[src/sv/ubesc_pkg.sv]
// shared types, constants and decode helpers for the utf-8 escaper
`timescale 1ns / 1ps

package ubesc_pkg;

	localparam int CFG_W           = 16;
	localparam int COLUMN_BITS_DEF = 16;
	localparam int QUEUE_DEPTH     = 4;
	localparam int PTR_W           = $clog2(QUEUE_DEPTH);
	localparam int QCNT_W          = $clog2(QUEUE_DEPTH + 1);

	// unit kinds
	typedef logic [1:0] kind_t;
	localparam kind_t KIND_NONE = 2'd0;
	localparam kind_t KIND_PASS = 2'd1;
	localparam kind_t KIND_HEX2 = 2'd2;
	localparam kind_t KIND_HEX4 = 2'd3;

	localparam logic [7:0] CH_TAB   = 8'h09;
	localparam logic [7:0] CH_SPACE = 8'h20;
	localparam logic [7:0] CH_DEL   = 8'h7F;
	localparam logic [7:0] CH_BSL   = 8'h5C;
	localparam logic [7:0] CH_X     = 8'h78;
	localparam logic [7:0] CH_U     = 8'h75;
	localparam logic [7:0] LEAD2_LO = 8'hC2;
	localparam logic [7:0] LEAD4_HI = 8'hF4;

	typedef logic [3:0][7:0] work_t;

	typedef struct packed {
		logic        stop;
		kind_t       kind;
		logic [2:0]  nb;
		logic [2:0]  len;
		logic [31:0] data;
	} cls_t;

	typedef struct packed {
		kind_t       kind;
		logic [2:0]  nb;
		logic [31:0] data;
		logic        clr;
		logic        last;
	} unit_t;

	function automatic logic is_bidi(input logic [20:0] cp);
		return cp == 21'h0061C || cp == 21'h0200E || cp == 21'h0200F ||
			(cp >= 21'h0202A && cp <= 21'h0202E) ||
			(cp >= 21'h02066 && cp <= 21'h02069);
	endfunction

	// decode the unit at the front of the work buffer
	function automatic cls_t classify(input work_t w, input logic [2:0] n, input logic eor);
		cls_t c;
		logic [7:0] b0;
		logic [2:0] need;
		logic [2:0] upto;
		logic ok;
		logic [20:0] cp;
		c = '0;
		b0 = w[0];
		ok = 1'b1;
		cp = '0;
		if (b0 >= LEAD2_LO && b0 <= 8'hDF) need = 3'd2;
		else if (b0 >= 8'hE0 && b0 <= 8'hEF) need = 3'd3;
		else if (b0 >= 8'hF0 && b0 <= LEAD4_HI) need = 3'd4;
		else need = 3'd0;
		upto = (n < need) ? n : need;
		for (int i = 1; i < 4; i++) begin
			if (3'(i) < upto) begin
				if (w[i] < 8'h80 || w[i] > 8'hBF) ok = 1'b0;
				if (i == 1) begin
					if (b0 == 8'hE0 && w[i] < 8'hA0) ok = 1'b0;
					if (b0 == 8'hED && w[i] > 8'h9F) ok = 1'b0;
					if (b0 == 8'hF0 && w[i] < 8'h90) ok = 1'b0;
					if (b0 == LEAD4_HI && w[i] > 8'h8F) ok = 1'b0;
				end
			end
		end
		unique case (need)
			3'd2: cp = {10'b0, b0[4:0], w[1][5:0]};
			3'd3: cp = {5'b0, b0[3:0], w[1][5:0], w[2][5:0]};
			3'd4: cp = {b0[2:0], w[1][5:0], w[2][5:0], w[3][5:0]};
			default: cp = '0;
		endcase
		if (n == 3'd0) begin
			c.stop = 1'b1;
		end else if (b0 < 8'h80) begin
			c.len = 3'd1;
			if (b0 == CH_TAB || (b0 >= CH_SPACE && b0 < CH_DEL)) begin
				c.kind = KIND_PASS;
				c.nb   = 3'd1;
				c.data = w;
			end else begin
				c.kind = KIND_HEX2;
				c.nb   = 3'd4;
				c.data = {24'b0, b0};
			end
		end else if (need != 3'd0 && ok && n >= need) begin
			c.len = need;
			if ((cp >= 21'h80 && cp <= 21'h9F) || is_bidi(cp)) begin
				c.kind = KIND_HEX4;
				c.nb   = 3'd6;
				c.data = {16'b0, cp[15:0]};
			end else begin
				c.kind = KIND_PASS;
				c.nb   = need;
				c.data = w;
			end
		end else if (need != 3'd0 && ok && !eor) begin
			// incomplete but still valid prefix: stays pending
			c.stop = 1'b1;
		end else begin
			c.len  = 3'd1;
			c.kind = KIND_HEX2;
			c.nb   = 3'd4;
			c.data = {24'b0, b0};
		end
		return c;
	endfunction

	function automatic logic [7:0] hex_char(input logic [3:0] v);
		return (v < 4'd10) ? (8'h30 + {4'b0, v}) : (8'h37 + {4'b0, v});
	endfunction

	// byte number idx of a unit's output text
	function automatic logic [7:0] unit_byte(input kind_t k, input logic [31:0] d,
			input logic [2:0] idx);
		logic [7:0] b;
		b = '0;
		unique case (k)
			KIND_PASS: b = d[{idx[1:0], 3'b000} +: 8];
			KIND_HEX2: begin
				unique case (idx)
					3'd0: b = CH_BSL;
					3'd1: b = CH_X;
					3'd2: b = hex_char(d[7:4]);
					default: b = hex_char(d[3:0]);
				endcase
			end
			KIND_HEX4: begin
				unique case (idx)
					3'd0: b = CH_BSL;
					3'd1: b = CH_U;
					3'd2: b = hex_char(d[15:12]);
					3'd3: b = hex_char(d[11:8]);
					3'd4: b = hex_char(d[7:4]);
					default: b = hex_char(d[3:0]);
				endcase
			end
			default: b = '0;
		endcase
		return b;
	endfunction

endpackage

[src/sv/ubesc_fifo.sv]
// short unit queue between the decode front and the output back
`timescale 1ns / 1ps

module ubesc_fifo (
	input  logic             clk,
	input  logic             arst_n,
	input  logic             push,
	input  ubesc_pkg::unit_t push_data,
	output logic             full,
	input  logic             pop,
	output ubesc_pkg::unit_t head,
	output logic             head_valid
);
	import ubesc_pkg::*;

	unit_t             mem_q [QUEUE_DEPTH];
	logic [PTR_W-1:0]  wr_q;
	logic [PTR_W-1:0]  rd_q;
	logic [QCNT_W-1:0] cnt_q;
	logic              do_push;
	logic              do_pop;

	assign full       = cnt_q == QCNT_W'(QUEUE_DEPTH);
	assign head_valid = cnt_q != '0;
	assign head       = mem_q[rd_q];
	assign do_push    = push && !full;
	assign do_pop     = pop && head_valid;

	always_ff @(posedge clk) begin
		if (do_push) mem_q[wr_q] <= push_data;
	end

	always_ff @(posedge clk or negedge arst_n) begin
		if (!arst_n) begin
			wr_q  <= '0;
			rd_q  <= '0;
			cnt_q <= '0;
		end else begin
			if (do_push) wr_q <= (wr_q == PTR_W'(QUEUE_DEPTH - 1)) ? '0 : wr_q + 1'b1;
			if (do_pop) rd_q <= (rd_q == PTR_W'(QUEUE_DEPTH - 1)) ? '0 : rd_q + 1'b1;
			if (do_push && !do_pop) cnt_q <= cnt_q + 1'b1;
			else if (do_pop && !do_push) cnt_q <= cnt_q - 1'b1;
		end
	end

endmodule

[src/sv/ubesc_front.sv]
// front: accepts bytes, keeps the pending sequence and splits the text into units
`timescale 1ns / 1ps

module ubesc_front (
	input  logic             clk,
	input  logic             arst_n,
	input  logic             in_valid,
	output logic             in_ready,
	input  logic [7:0]       data_byte,
	input  logic             end_of_run,
	input  logic             line_start,
	output logic             push,
	output ubesc_pkg::unit_t push_data,
	input  logic             full
);
	import ubesc_pkg::*;

	logic             busy_q;
	work_t            work_q;
	logic [2:0]       n_q;
	logic             eor_q;
	logic [2:0][7:0]  pend_q;
	logic [1:0]       pcnt_q;

	work_t      cur_w;
	logic [2:0] cur_n;
	logic       cur_eor;
	cls_t       cls;
	work_t      sh_w;
	logic [2:0] sh_n;
	cls_t       cls2;
	logic       fire;

	// idle: pending bytes followed by the new byte
	always_comb begin
		cur_w   = work_q;
		cur_n   = n_q;
		cur_eor = eor_q;
		if (!busy_q) begin
			for (int i = 0; i < 3; i++) begin
				if (2'(i) < pcnt_q) cur_w[i] = pend_q[i];
				else if (2'(i) == pcnt_q) cur_w[i] = data_byte;
				else cur_w[i] = '0;
			end
			cur_w[3] = (pcnt_q == 2'd3) ? data_byte : 8'h00;
			cur_n    = {1'b0, pcnt_q} + 3'd1;
			cur_eor  = end_of_run;
		end
	end

	assign cls  = classify(cur_w, cur_n, cur_eor);
	assign sh_w = cur_w >> {cls.len, 3'b000};
	assign sh_n = cur_n - cls.len;
	// look one unit ahead so the unit that closes the item carries last
	assign cls2 = classify(sh_w, sh_n, cur_eor);

	assign in_ready = !busy_q && !full;
	assign fire     = (busy_q || in_valid) && !full;
	assign push     = fire;

	always_comb begin
		push_data.kind = cls.kind;
		push_data.nb   = cls.nb;
		push_data.data = cls.data;
		push_data.clr  = !busy_q && line_start;
		push_data.last = cls.stop || cls2.stop;
	end

	always_ff @(posedge clk or negedge arst_n) begin
		if (!arst_n) begin
			busy_q <= 1'b0;
			pcnt_q <= '0;
		end else if (fire) begin
			if (cls.stop) begin
				busy_q <= 1'b0;
				pcnt_q <= cur_n[1:0];
			end else if (cls2.stop) begin
				busy_q <= 1'b0;
				pcnt_q <= sh_n[1:0];
			end else begin
				busy_q <= 1'b1;
			end
		end
	end

	always_ff @(posedge clk) begin
		if (fire) begin
			if (cls.stop) pend_q <= cur_w[2:0];
			else if (cls2.stop) pend_q <= sh_w[2:0];
			work_q <= sh_w;
			n_q    <= sh_n;
			eor_q  <= cur_eor;
		end
	end

endmodule

[src/sv/ubesc_back.sv]
// back: column budget and byte-by-byte output of each unit
`timescale 1ns / 1ps

module ubesc_back #(
	parameter int COLUMN_BITS = ubesc_pkg::COLUMN_BITS_DEF
) (
	input  logic                        clk,
	input  logic                        arst_n,
	input  logic                        cfg_valid,
	input  logic [ubesc_pkg::CFG_W-1:0] cfg_data,
	input  ubesc_pkg::unit_t            head,
	input  logic                        head_valid,
	output logic                        pop,
	output logic                        out_valid,
	input  logic                        out_ready,
	output logic [7:0]                  out_byte,
	output logic                        last_of_item
);
	import ubesc_pkg::*;

	logic [COLUMN_BITS-1:0] lim_q;
	logic [COLUMN_BITS:0]   cnt_q;
	logic [2:0]             idx_q;
	logic                   lastu_q;
	logic                   out_valid_q;
	logic [7:0]             out_byte_q;
	logic                   out_last_q;

	logic [COLUMN_BITS-1:0] lim_wr;
	logic [COLUMN_BITS:0]   cnt_eff;
	logic [COLUMN_BITS:0]   new_cnt;
	logic                   lim_on;
	logic                   start;
	logic                   skip;
	logic                   adv;
	logic                   emit;
	logic                   lastu;
	logic                   end_unit;

	generate
		if (COLUMN_BITS > CFG_W) begin : g_wide
			assign lim_wr = {{(COLUMN_BITS - CFG_W){1'b0}}, cfg_data};
		end else if (COLUMN_BITS == CFG_W) begin : g_same
			assign lim_wr = cfg_data;
		end else begin : g_narrow
			assign lim_wr = cfg_data[COLUMN_BITS-1:0];
		end
	endgenerate

	assign lim_on  = lim_q != '0;
	assign cnt_eff = head.clr ? '0 : cnt_q;
	assign new_cnt = cnt_eff + (COLUMN_BITS + 1)'(head.nb);
	assign start   = head_valid && idx_q == 3'd0;
	// budget used up or empty unit: unit is consumed without output
	assign skip    = head.kind == KIND_NONE || (lim_on && cnt_eff >= {1'b0, lim_q});
	assign adv     = !out_valid_q || out_ready;
	assign emit    = head_valid && adv && !(start && skip);
	// once the budget is hit every later unit of the item drops, so this byte closes it
	assign lastu   = (idx_q == 3'd0)
		? (head.last || (lim_on && new_cnt >= {1'b0, lim_q})) : lastu_q;
	assign end_unit = idx_q == head.nb - 3'd1;
	assign pop      = (start && skip) || (emit && end_unit);

	assign out_valid    = out_valid_q;
	assign out_byte     = out_byte_q;
	assign last_of_item = out_last_q;

	always_ff @(posedge clk or negedge arst_n) begin
		if (!arst_n) begin
			lim_q       <= '0;
			cnt_q       <= '0;
			idx_q       <= '0;
			lastu_q     <= 1'b0;
			out_valid_q <= 1'b0;
		end else begin
			if (cfg_valid) lim_q <= lim_wr;
			if (start && skip) begin
				cnt_q <= cnt_eff;
			end else if (emit) begin
				if (idx_q == 3'd0) begin
					cnt_q   <= new_cnt;
					lastu_q <= lastu;
				end
				idx_q <= end_unit ? 3'd0 : idx_q + 3'd1;
			end
			if (emit) out_valid_q <= 1'b1;
			else if (out_ready) out_valid_q <= 1'b0;
		end
	end

	always_ff @(posedge clk) begin
		if (emit) begin
			out_byte_q <= unit_byte(head.kind, head.data, idx_q);
			out_last_q <= lastu && end_unit;
		end
	end

endmodule

[src/sv/utf8_control_bidi_escaper_unit.sv]
// top level of the utf-8 validating control and bidi escaper
`timescale 1ns / 1ps

// channel   signals                                          direction
// input     in_valid, in_ready, data_byte, end_of_run,       in
//           line_start
// output    out_valid, out_ready, out_byte, last_of_item     out
// config    cfg_valid, cfg_ready, column_limit               in
//
// the front takes one byte per cycle unless busy or the queue is full; a broken
// sequence splits into up to four units, decoded in turn with no new byte taken.
// the back sends one byte per cycle while out_ready allows: 1 to 4 for a plain
// character, 4 for \xNN, 6 for \uNNNN, nothing for a dropped unit or an extending byte.
// a four-entry unit queue lets either side stall alone; output is registered.
// reset clears the pending count, column counter and limit; no clearing pass.

module utf8_control_bidi_escaper_unit #(
	parameter int COLUMN_BITS = ubesc_pkg::COLUMN_BITS_DEF
) (
	input  logic                        clk,
	input  logic                        arst_n,
	input  logic                        in_valid,
	output logic                        in_ready,
	input  logic [7:0]                  data_byte,
	input  logic                        end_of_run,
	input  logic                        line_start,
	output logic                        out_valid,
	input  logic                        out_ready,
	output logic [7:0]                  out_byte,
	output logic                        last_of_item,
	input  logic                        cfg_valid,
	output logic                        cfg_ready,
	input  logic [ubesc_pkg::CFG_W-1:0] column_limit
);
	import ubesc_pkg::*;

	unit_t push_data;
	unit_t head;
	logic  push;
	logic  full;
	logic  pop;
	logic  head_valid;

	assign cfg_ready = 1'b1;

	ubesc_front u_front (
		.clk        (clk),
		.arst_n     (arst_n),
		.in_valid   (in_valid),
		.in_ready   (in_ready),
		.data_byte  (data_byte),
		.end_of_run (end_of_run),
		.line_start (line_start),
		.push       (push),
		.push_data  (push_data),
		.full       (full)
	);

	ubesc_fifo u_fifo (
		.clk        (clk),
		.arst_n     (arst_n),
		.push       (push),
		.push_data  (push_data),
		.full       (full),
		.pop        (pop),
		.head       (head),
		.head_valid (head_valid)
	);

	ubesc_back #(
		.COLUMN_BITS (COLUMN_BITS)
	) u_back (
		.clk          (clk),
		.arst_n       (arst_n),
		.cfg_valid    (cfg_valid),
		.cfg_data     (column_limit),
		.head         (head),
		.head_valid   (head_valid),
		.pop          (pop),
		.out_valid    (out_valid),
		.out_ready    (out_ready),
		.out_byte     (out_byte),
		.last_of_item (last_of_item)
	);

endmodule
[config.mk]
export PLATFORM = sky130hd
export DESIGN_NAME = utf8_control_bidi_escaper_unit
export DESIGN_NICKNAME = d
export VERILOG_FILES = /design/src/sv/ubesc_pkg.sv /design/src/sv/ubesc_fifo.sv /design/src/sv/ubesc_front.sv /design/src/sv/ubesc_back.sv /design/src/sv/utf8_control_bidi_escaper_unit.sv
export SDC_FILE = /design/constraint.sdc
export NUM_CORES = 1
export LEC_CHECK = 0
export BUFFER_PORTS_ARGS = -buffer_cell sky130_fd_sc_hd__buf_2
export CAP_MARGIN = 10
export CORE_UTILIZATION = 61
export DETAILED_ROUTE_END_ITERATION = 8
export PLACE_DENSITY = 0.77
export SYNTH_ARGS = -nofsm -noshare
export SYNTH_HDL_FRONTEND = slang
export SYNTH_SLANG_ARGS = --single-unit
[constraint.sdc]
create_clock -name clk -period 19.3 [get_ports clk]
set_input_delay 3.86 -clock clk [delete_from_list [all_inputs] [get_ports clk]]
set_output_delay 3.86 -clock clk [all_outputs]
set_load 0.05 [all_outputs]
After elaboration in Yosys (flattened, before gate mapping). Memories as Yosys holds them, arrays and structs flattened. Index checks and enable logic that the tools add are counted.

Register bits: 117. Bits in read-only memories: 0. Output and inout port bits: 12. Memories kept: 1. Memory bits (writable): 156. Latch bits: 0.

Memories: u_fifo.mem_q (depth 4, bits a word 39, read ports 1, clocked after Yosys merged registers in 0, wr ports 1, RTL line ubesc_fifo.sv:16) `unit_t mem_q [QUEUE_DEPTH];`.

Muxes and demuxes: 82. Equality and inequality tests: 29. Multiply operators: 0. Reductions and logical operators: 82. Div/mod/pow operators: 0. Bitwise logic cells: 1. Magnitude comparators: 61. Shift-type cells: 2. $add $sub $neg: 17.

Operators with widths (count): 40-bit two-way mux (4); 8-bit < comparator (second input constant) (12); 32-bit two-way mux (3); 8-bit two-way mux (11); 8-bit > comparator (second input constant) (10); 17-bit two-way mux (4); 8-bit == test (second input constant) (8); 21-bit one-hot mux with 3 select lines (1); 6-bit by 4-bit adder with 7-bit output (first input constant) (8); 8-bit greater-or-equal comparator (second input constant) (6); 8-bit <= comparator (second input constant) (6); 24-bit two-way mux (2); 8-bit one-hot mux with 3 select lines (2); 21-bit by 14-bit == test with 1-bit output (second input constant) (2); 21-bit by 14-bit greater-or-equal comparator with 1-bit output (second input constant) (2); 21-bit by 14-bit <= comparator with 1-bit output (second input constant) (2); 8-bit one-hot mux with 5 select lines (1); 1-bit logical AND (39); 1-bit two-way mux (36); 3-bit two-way mux (12); 17-bit by 16-bit greater-or-equal comparator with 1-bit output (2); 32-bit by 6-bit variable part select with 8-bit output (1); 32-bit by 6-bit right shift with 32-bit output (1); 21-bit by 11-bit == test with 1-bit output (second input constant) (1); 38 further kinds (98).

Depth between registers and ports, before layout.
Word-level depth: 45. Mapped depth: 36. Depth with buffers taken out: 31.

Cells and area by module. A second synthesis with hierarchy kept.

Cell total of the unflattened synthesis: 1379. Area total of the unflattened synthesis: 15775.1 µm².

By module, submodules not included: ubesc_fifo (area each 6158.4 µm², cells an instance 241, instances 1, seq. area each 4859.7 µm²); ubesc_front (area each 5192.5 µm², cells an instance 608, instances 1, seq. area each 1876.8 µm²); ubesc_back (area each 4413.0 µm², cells an instance 528, instances 1, seq. area each 1221.2 µm²); utf8_control_bidi_escaper_unit (area each 11.3 µm², cells an instance 2, instances 1, seq. area each 0.0 µm²).

Worst setup path before layout. Ideal clock, no wire load.

Kind: input to register. Start point: in data_byte[2]. End point: reg u_front.pcnt_q[1]. Slack: 8624 ps. Arrival: 10548 ps. Stages: 31. Required time: 19172 ps. Library setup time: 128 ps. Cells stage by stage: mux2_4 mux2i_4 buf_4 a21oi_2 or4_4 buf_6 buf_2 ha_1 a21oi_1 o21ai_0 o21ba_1 o211ai_1 a31o_1 o22ai_2 a21o_2 inv_2 buf_2 buf_1 ha_1 inv_1 fa_1 xnor2_1 xnor2_1 ha_1 nor2b_1 a2111oi_2 nand3_1 a221oi_2 o211ai_2 a21oi_4 mux2_1.

RTL lines: from (decl) (RTL line utf8_control_bidi_escaper_unit.sv:24) `input logic [7:0] data_byte,`; 8-bit two-way mux (RTL line ubesc_front.sv:42) `else if (2'(i) == pcnt_q) cur_w[i] = data_byte;`; 8-bit two-way mux (RTL line ubesc_front.sv:41) `if (2'(i) < pcnt_q) cur_w[i] = pend_q[i];`; 32-bit two-way mux * (RTL line ubesc_front.sv:39) `if (!busy_q) begin`; 8-bit greater-or-equal comparator / 8-bit <= comparator (equally long branches) (RTL line ubesc_pkg.sv:66) `else if (b0 >= 8'hF0 && b0 <= LEAD4_HI) need = 3'd4;`; 1-bit logical AND (RTL line ubesc_pkg.sv:66); 3-bit two-way mux (RTL line ubesc_pkg.sv:66); 3-bit two-way mux (RTL line ubesc_pkg.sv:65) `else if (b0 >= 8'hE0 && b0 <= 8'hEF) need = 3'd3;`; 3-bit two-way mux (RTL line ubesc_pkg.sv:64) `if (b0 >= LEAD2_LO && b0 <= 8'hDF) need = 3'd2;`; [... 15 more ...]; via u_front.sh_n[2] (RTL line ubesc_front.sv:30) `logic [2:0] sh_n;`; [... 8 more ...]; 1-bit logical AND (RTL line ubesc_pkg.sv:99, ubesc_pkg.sv:110); 1-bit logical AND (RTL line ubesc_pkg.sv:110) `end else if (need != 3'd0 && ok && !eor) begin`; 1-bit two-way mux (RTL line ubesc_pkg.sv:110); 1-bit two-way mux (RTL line ubesc_pkg.sv:99) `end else if (need != 3'd0 && ok && n >= need) begin`; 1-bit two-way mux (RTL line ubesc_pkg.sv:88) `end else if (b0 < 8'h80) begin`; 1-bit two-way mux * (RTL line ubesc_pkg.sv:86) `if (n == 3'd0) begin`; 2-bit nonzero test (no source line) *; 2-bit AND reduction (no source line) *; to (signal assigned) (RTL line ubesc_front.sv:76) `pcnt_q <= cur_n[1:0];`; to (signal assigned) (RTL line ubesc_front.sv:79) `pcnt_q <= sh_n[1:0];`; to (decl) (RTL line ubesc_front.sv:23) `logic [1:0] pcnt_q;`.

Mark *: on every way through the listed nets, which the timed path passes. The rest lies on a longest branch. The select of a mux whose other input is x is not followed. A chain may end at the register's enable or synchronous reset.

Worst setup path in the final report.
Start point: in data_byte[1]. End point: reg u_front.pcnt_q[1].

Word-level cells in the longest chain between the ends: 44.

RTL lines (RTL line): 8-bit two-way mux (ubesc_front.sv:42); 8-bit two-way mux (ubesc_front.sv:41); 32-bit two-way mux * (ubesc_front.sv:39); 8-bit greater-or-equal comparator / 8-bit <= comparator (equally long branches) (ubesc_pkg.sv:66); 1-bit logical AND (ubesc_pkg.sv:66); 3-bit two-way mux (ubesc_pkg.sv:66); 3-bit two-way mux (ubesc_pkg.sv:65); 3-bit two-way mux (ubesc_pkg.sv:64); [... 28 more ...]; 1-bit logical AND (ubesc_pkg.sv:99, ubesc_pkg.sv:110); 1-bit logical AND (ubesc_pkg.sv:110); 1-bit two-way mux (ubesc_pkg.sv:110); 1-bit two-way mux (ubesc_pkg.sv:99); 1-bit two-way mux (ubesc_pkg.sv:88); 1-bit two-way mux (ubesc_pkg.sv:86); 2-bit nonzero test (no source line); 2-bit AND reduction (no source line).

Every way passes the cells marked *; elsewhere a longest branch is shown, timed or not. The select of a mux whose other input is x is not followed.

==> results.tsv <==
metric	value	unit
status	completed	
synth_cell_type_count	96	
core	0.02511	mm2
crit_type	primary input to flop	
worst_slew_pin_slew	1055	ps
crit_required	19730	ps
cts_sinks	273	
finClkSkew	13.69	ps
ys_warn_count	0	
cts_buffers	28	
synthesis.nets	1491	
initial_core_util	62.12	%
cts-root-buf	clkbuf_16	
r2r_slack	9850	ps
cts_tree	done	
min_to	u_back.cnt_q[7]	
rsz0062_at_grt	false	
r2r-end	u_front.pcnt_q[1]	
max_stage_delay	770	ps
synth_edf_count	225	
setup_viol	0	
hold_depth	1	
hpwl	27140	um
fin_setup_tns	0	ps
cpMaxStageDelayCell	a21oi_4	
ys_ff_latch	273	
clk_latency	550	ps
worst-r2r-cell-count	27	
max_cap_viol_count	0	
ant_nets	0	
relSlewSlack	27.85	%
avgSynthCellArea	11.21	um2
r2r-start	u_front.pcnt_q[1]	
drt-pass1-iter-count	8	
gp_congestion	0.9429	
period_needed	11340	ps
cts_setup_buffers	0	
cts_max_path_buffers	3	
grt_pass1_wl	61220	um
cp-start-kind	primary input	
ys_async_sr_fraction	17.58	%
drt_wl_total	39130	um
gr-usage-all-layers	30.38	%
grt_pass1_vias	11087	
die_w	161.9	um
cts_resized	0	
first_iter_violations	1369	
overflow	0	
hold_viol	0	
num-nets-final	1517	
seq_area_frac_synth	51.01	%
clk_pin_slew	60	ps
die_height	161.9	um
post-route-drc-count	0	
path_max_fanout	26	
yosys_most_used_dff	edfxtp_1	
io_pins	43	
mappedNetlistArea	0.01560	mm2
antenna_found_initial	0	
antenna_cells	0	
grt_max_degree	64	
dieArea	0.02621	mm2
drive_above_1_share	14.17	%
wl_per_cell	22.11	um
areaGrowthSynthToFinish	8.542	%
crit_path_end_kind	flop	
hold_buffers	0	
portBuffers	41	
fmax	0.08822	GHz
worstHoldStart	u_back.cnt_q[7]	
htreeDepth	1	
vias_per_cell	6.563	
cp.arrival	11770	ps
syn_inst	1392	
fin_crit_sh	58.73	%
vias	11616	
final_max_slew_viol_count	0	
rows	58	
min_path_type	flop to flop	
state kept, by name, summed over array words and instances (netlist names):
register	flops
u_back.lastu_q	1
u_front.busy_q	1
u_back.out_valid	1
u_back.idx_q	3
u_front.pend_q	24
u_fifo.mem_q	156
u_back.last_of_item	1
u_fifo.rd_q	2
u_front.pcnt_q	2
u_front.eor_q	1
u_back.lim_q	16
u_back.out_byte	8
u_front.work_q	32
u_front.n_q	3
u_back.cnt_q	17
u_fifo.wr_q	2
u_fifo.cnt_q	3
kinds of logic after synthesis:
| group | after synthesis | synth area share, % |
|---|---|---|
| buffers and inverters | 131 | 3.642 |
| and+or+nand+nor | 449 | 13.90 |
| muxes | 88 | 9.256 |
| adders and majority gates | 68 | 5.599 |
| other | 1 | 0.02404 |
| xor gates and xnor gates | 32 | 1.797 |
| AOI/OAI and AO/OA | 350 | 14.77 |
| DFF | 273 | 51.01 |
metal layers:
metal | global-route usage, % | part of all wire (%) | vias up
li1 | - | - | 5275
met1 | 42.68 | 42 | 5647
met2 | 49.06 | 47 | 577
met3 | 3.677 | 7.4 | 117
met4 | 10.81 | 3.8 | 0
met5 | 0 | 0 | -
cells in the final DEF, fill, tap and decap left out, types with 11 or more instances in the layout:
master	count
ha_1	65
nand4_1	14
o21ai_0	96
mux4_2	39
nor2b_1	15
clkbuf_16	29
mux2i_1	27
a21oi_1	87
a31oi_1	11
nor3_1	29
edfxtp_1	225
buf_4	22
dfrtp_1	46
xnor2_1	22
buf_2	41
nand2b_1	12
a22oi_1	12
and3_1	15
nor2_1	123
o21a_1	20
nand3b_1	11
nand2_1	135
nand3_1	26
or3_1	15
o211ai_1	13
o22ai_1	11
a21o_1	13
and2_1	18
mux2_2	14
inv_1	59
worst max path at each step:
stage | start | to | slack [ps] | cells past startpoint
4_1_cts | data_byte[1] | u_front.pcnt_q[1] | 8040 | 26
2_1_floorplan | data_byte[2] | u_front.pcnt_q[1] | 8620 | 31
3_3_place_gp | data_byte[1] | u_front.pcnt_q[1] | 7680 | 26
6_report | data_byte[1] | u_front.pcnt_q[1] | 7960 | 26
5_1_grt | data_byte[1] | u_front.pcnt_q[1] | 7550 | 26
3_5_place_dp | data_byte[1] | u_front.pcnt_q[1] | 7490 | 26
cell type report:
class / instances / area [um2]
tap: 330 / 412.9
inverter: 64 / 240.2
fill: 1914 / 8178
clock buffer: 35 / 748.2
multi-input combinational: 988 / 7083
sequential: 273 / 7960
timing repair buffer: 63 / 370.4
clock inverter: 17 / 116.4
metrics by stage:
| stage | cells | worst slack, ps | utilization (%) | cell area (um2) | hold slack [ps] |
|---|---|---|---|---|---|
| detailed placement | 1718 | 7486 | 63.99 | 16070 | 476.5 |
| CTS | 1770 | 8042 | 67.43 | 16930 | 484.9 |
| floorplan | 1392 | 8624 | - | 15600 | 442.3 |
| global route | 1770 | 7552 | 67.43 | 16930 | 513.4 |
| finish | 1770 | 7965 | 67.43 | 16930 | 487.7 |
| global placement | 1718 | 7681 | 63.99 | 16070 | 469.7 |
critical path, delay by kind of cell:
| kind | cells | cell delay, ps |
|---|---|---|
| AO/OA/AOI/OAI | 11 | 3190 |
| buffers and inverters | 2 | 420 |
| multiplexers | 4 | 1230 |
| AND/OR/NAND/NOR | 7 | 2340 |
| adder cells (fa/ha/maj) | 2 | 710 |
cell usage after synthesis, types with 4 or more instances:
cell	instances	area, um2
mux2_2	14	157.7
a21o_1	13	97.59
ha_1	65	813.3
o211ai_1	13	97.59
nand2_1	135	506.7
nor2b_1	15	93.84
mux4_2	39	878.3
and2_1	22	137.6
o21a_1	20	150.1
o22a_1	7	61.31
edfxtp_1	225	6756
buf_2	16	80.08
xor2_1	10	87.58
mux2i_1	27	270.3
or3_1	15	93.84
o31a_1	5	43.79
nand3b_1	11	82.58
a2bb2oi_1	4	35.03
buf_6	5	56.30
xnor2_1	22	192.7
inv_1	59	221.5
and3_1	15	93.84
buf_1	8	30.03
buf_4	5	37.54
dfrtp_1	48	1201
o21ai_0	96	480.5
a22oi_1	12	90.09
nand3_1	26	130.1
nor3_1	30	150.1
nand2b_1	12	75.07
a211oi_1	10	75.07
inv_2	5	18.77
nor2_1	123	461.7
and4_1	5	43.79
o21ai_1	9	45.04
clkbuf_1	33	123.9
a31oi_1	11	68.82
nand4_1	14	87.58
nor4_1	10	62.56
o22ai_1	11	68.82
a21oi_1	87	435.4
o2111ai_1	4	35.03
Power is left out: the tool's default activity adds up to more than one toggle a clock period on the data nets, which glitch-free logic cannot reach.
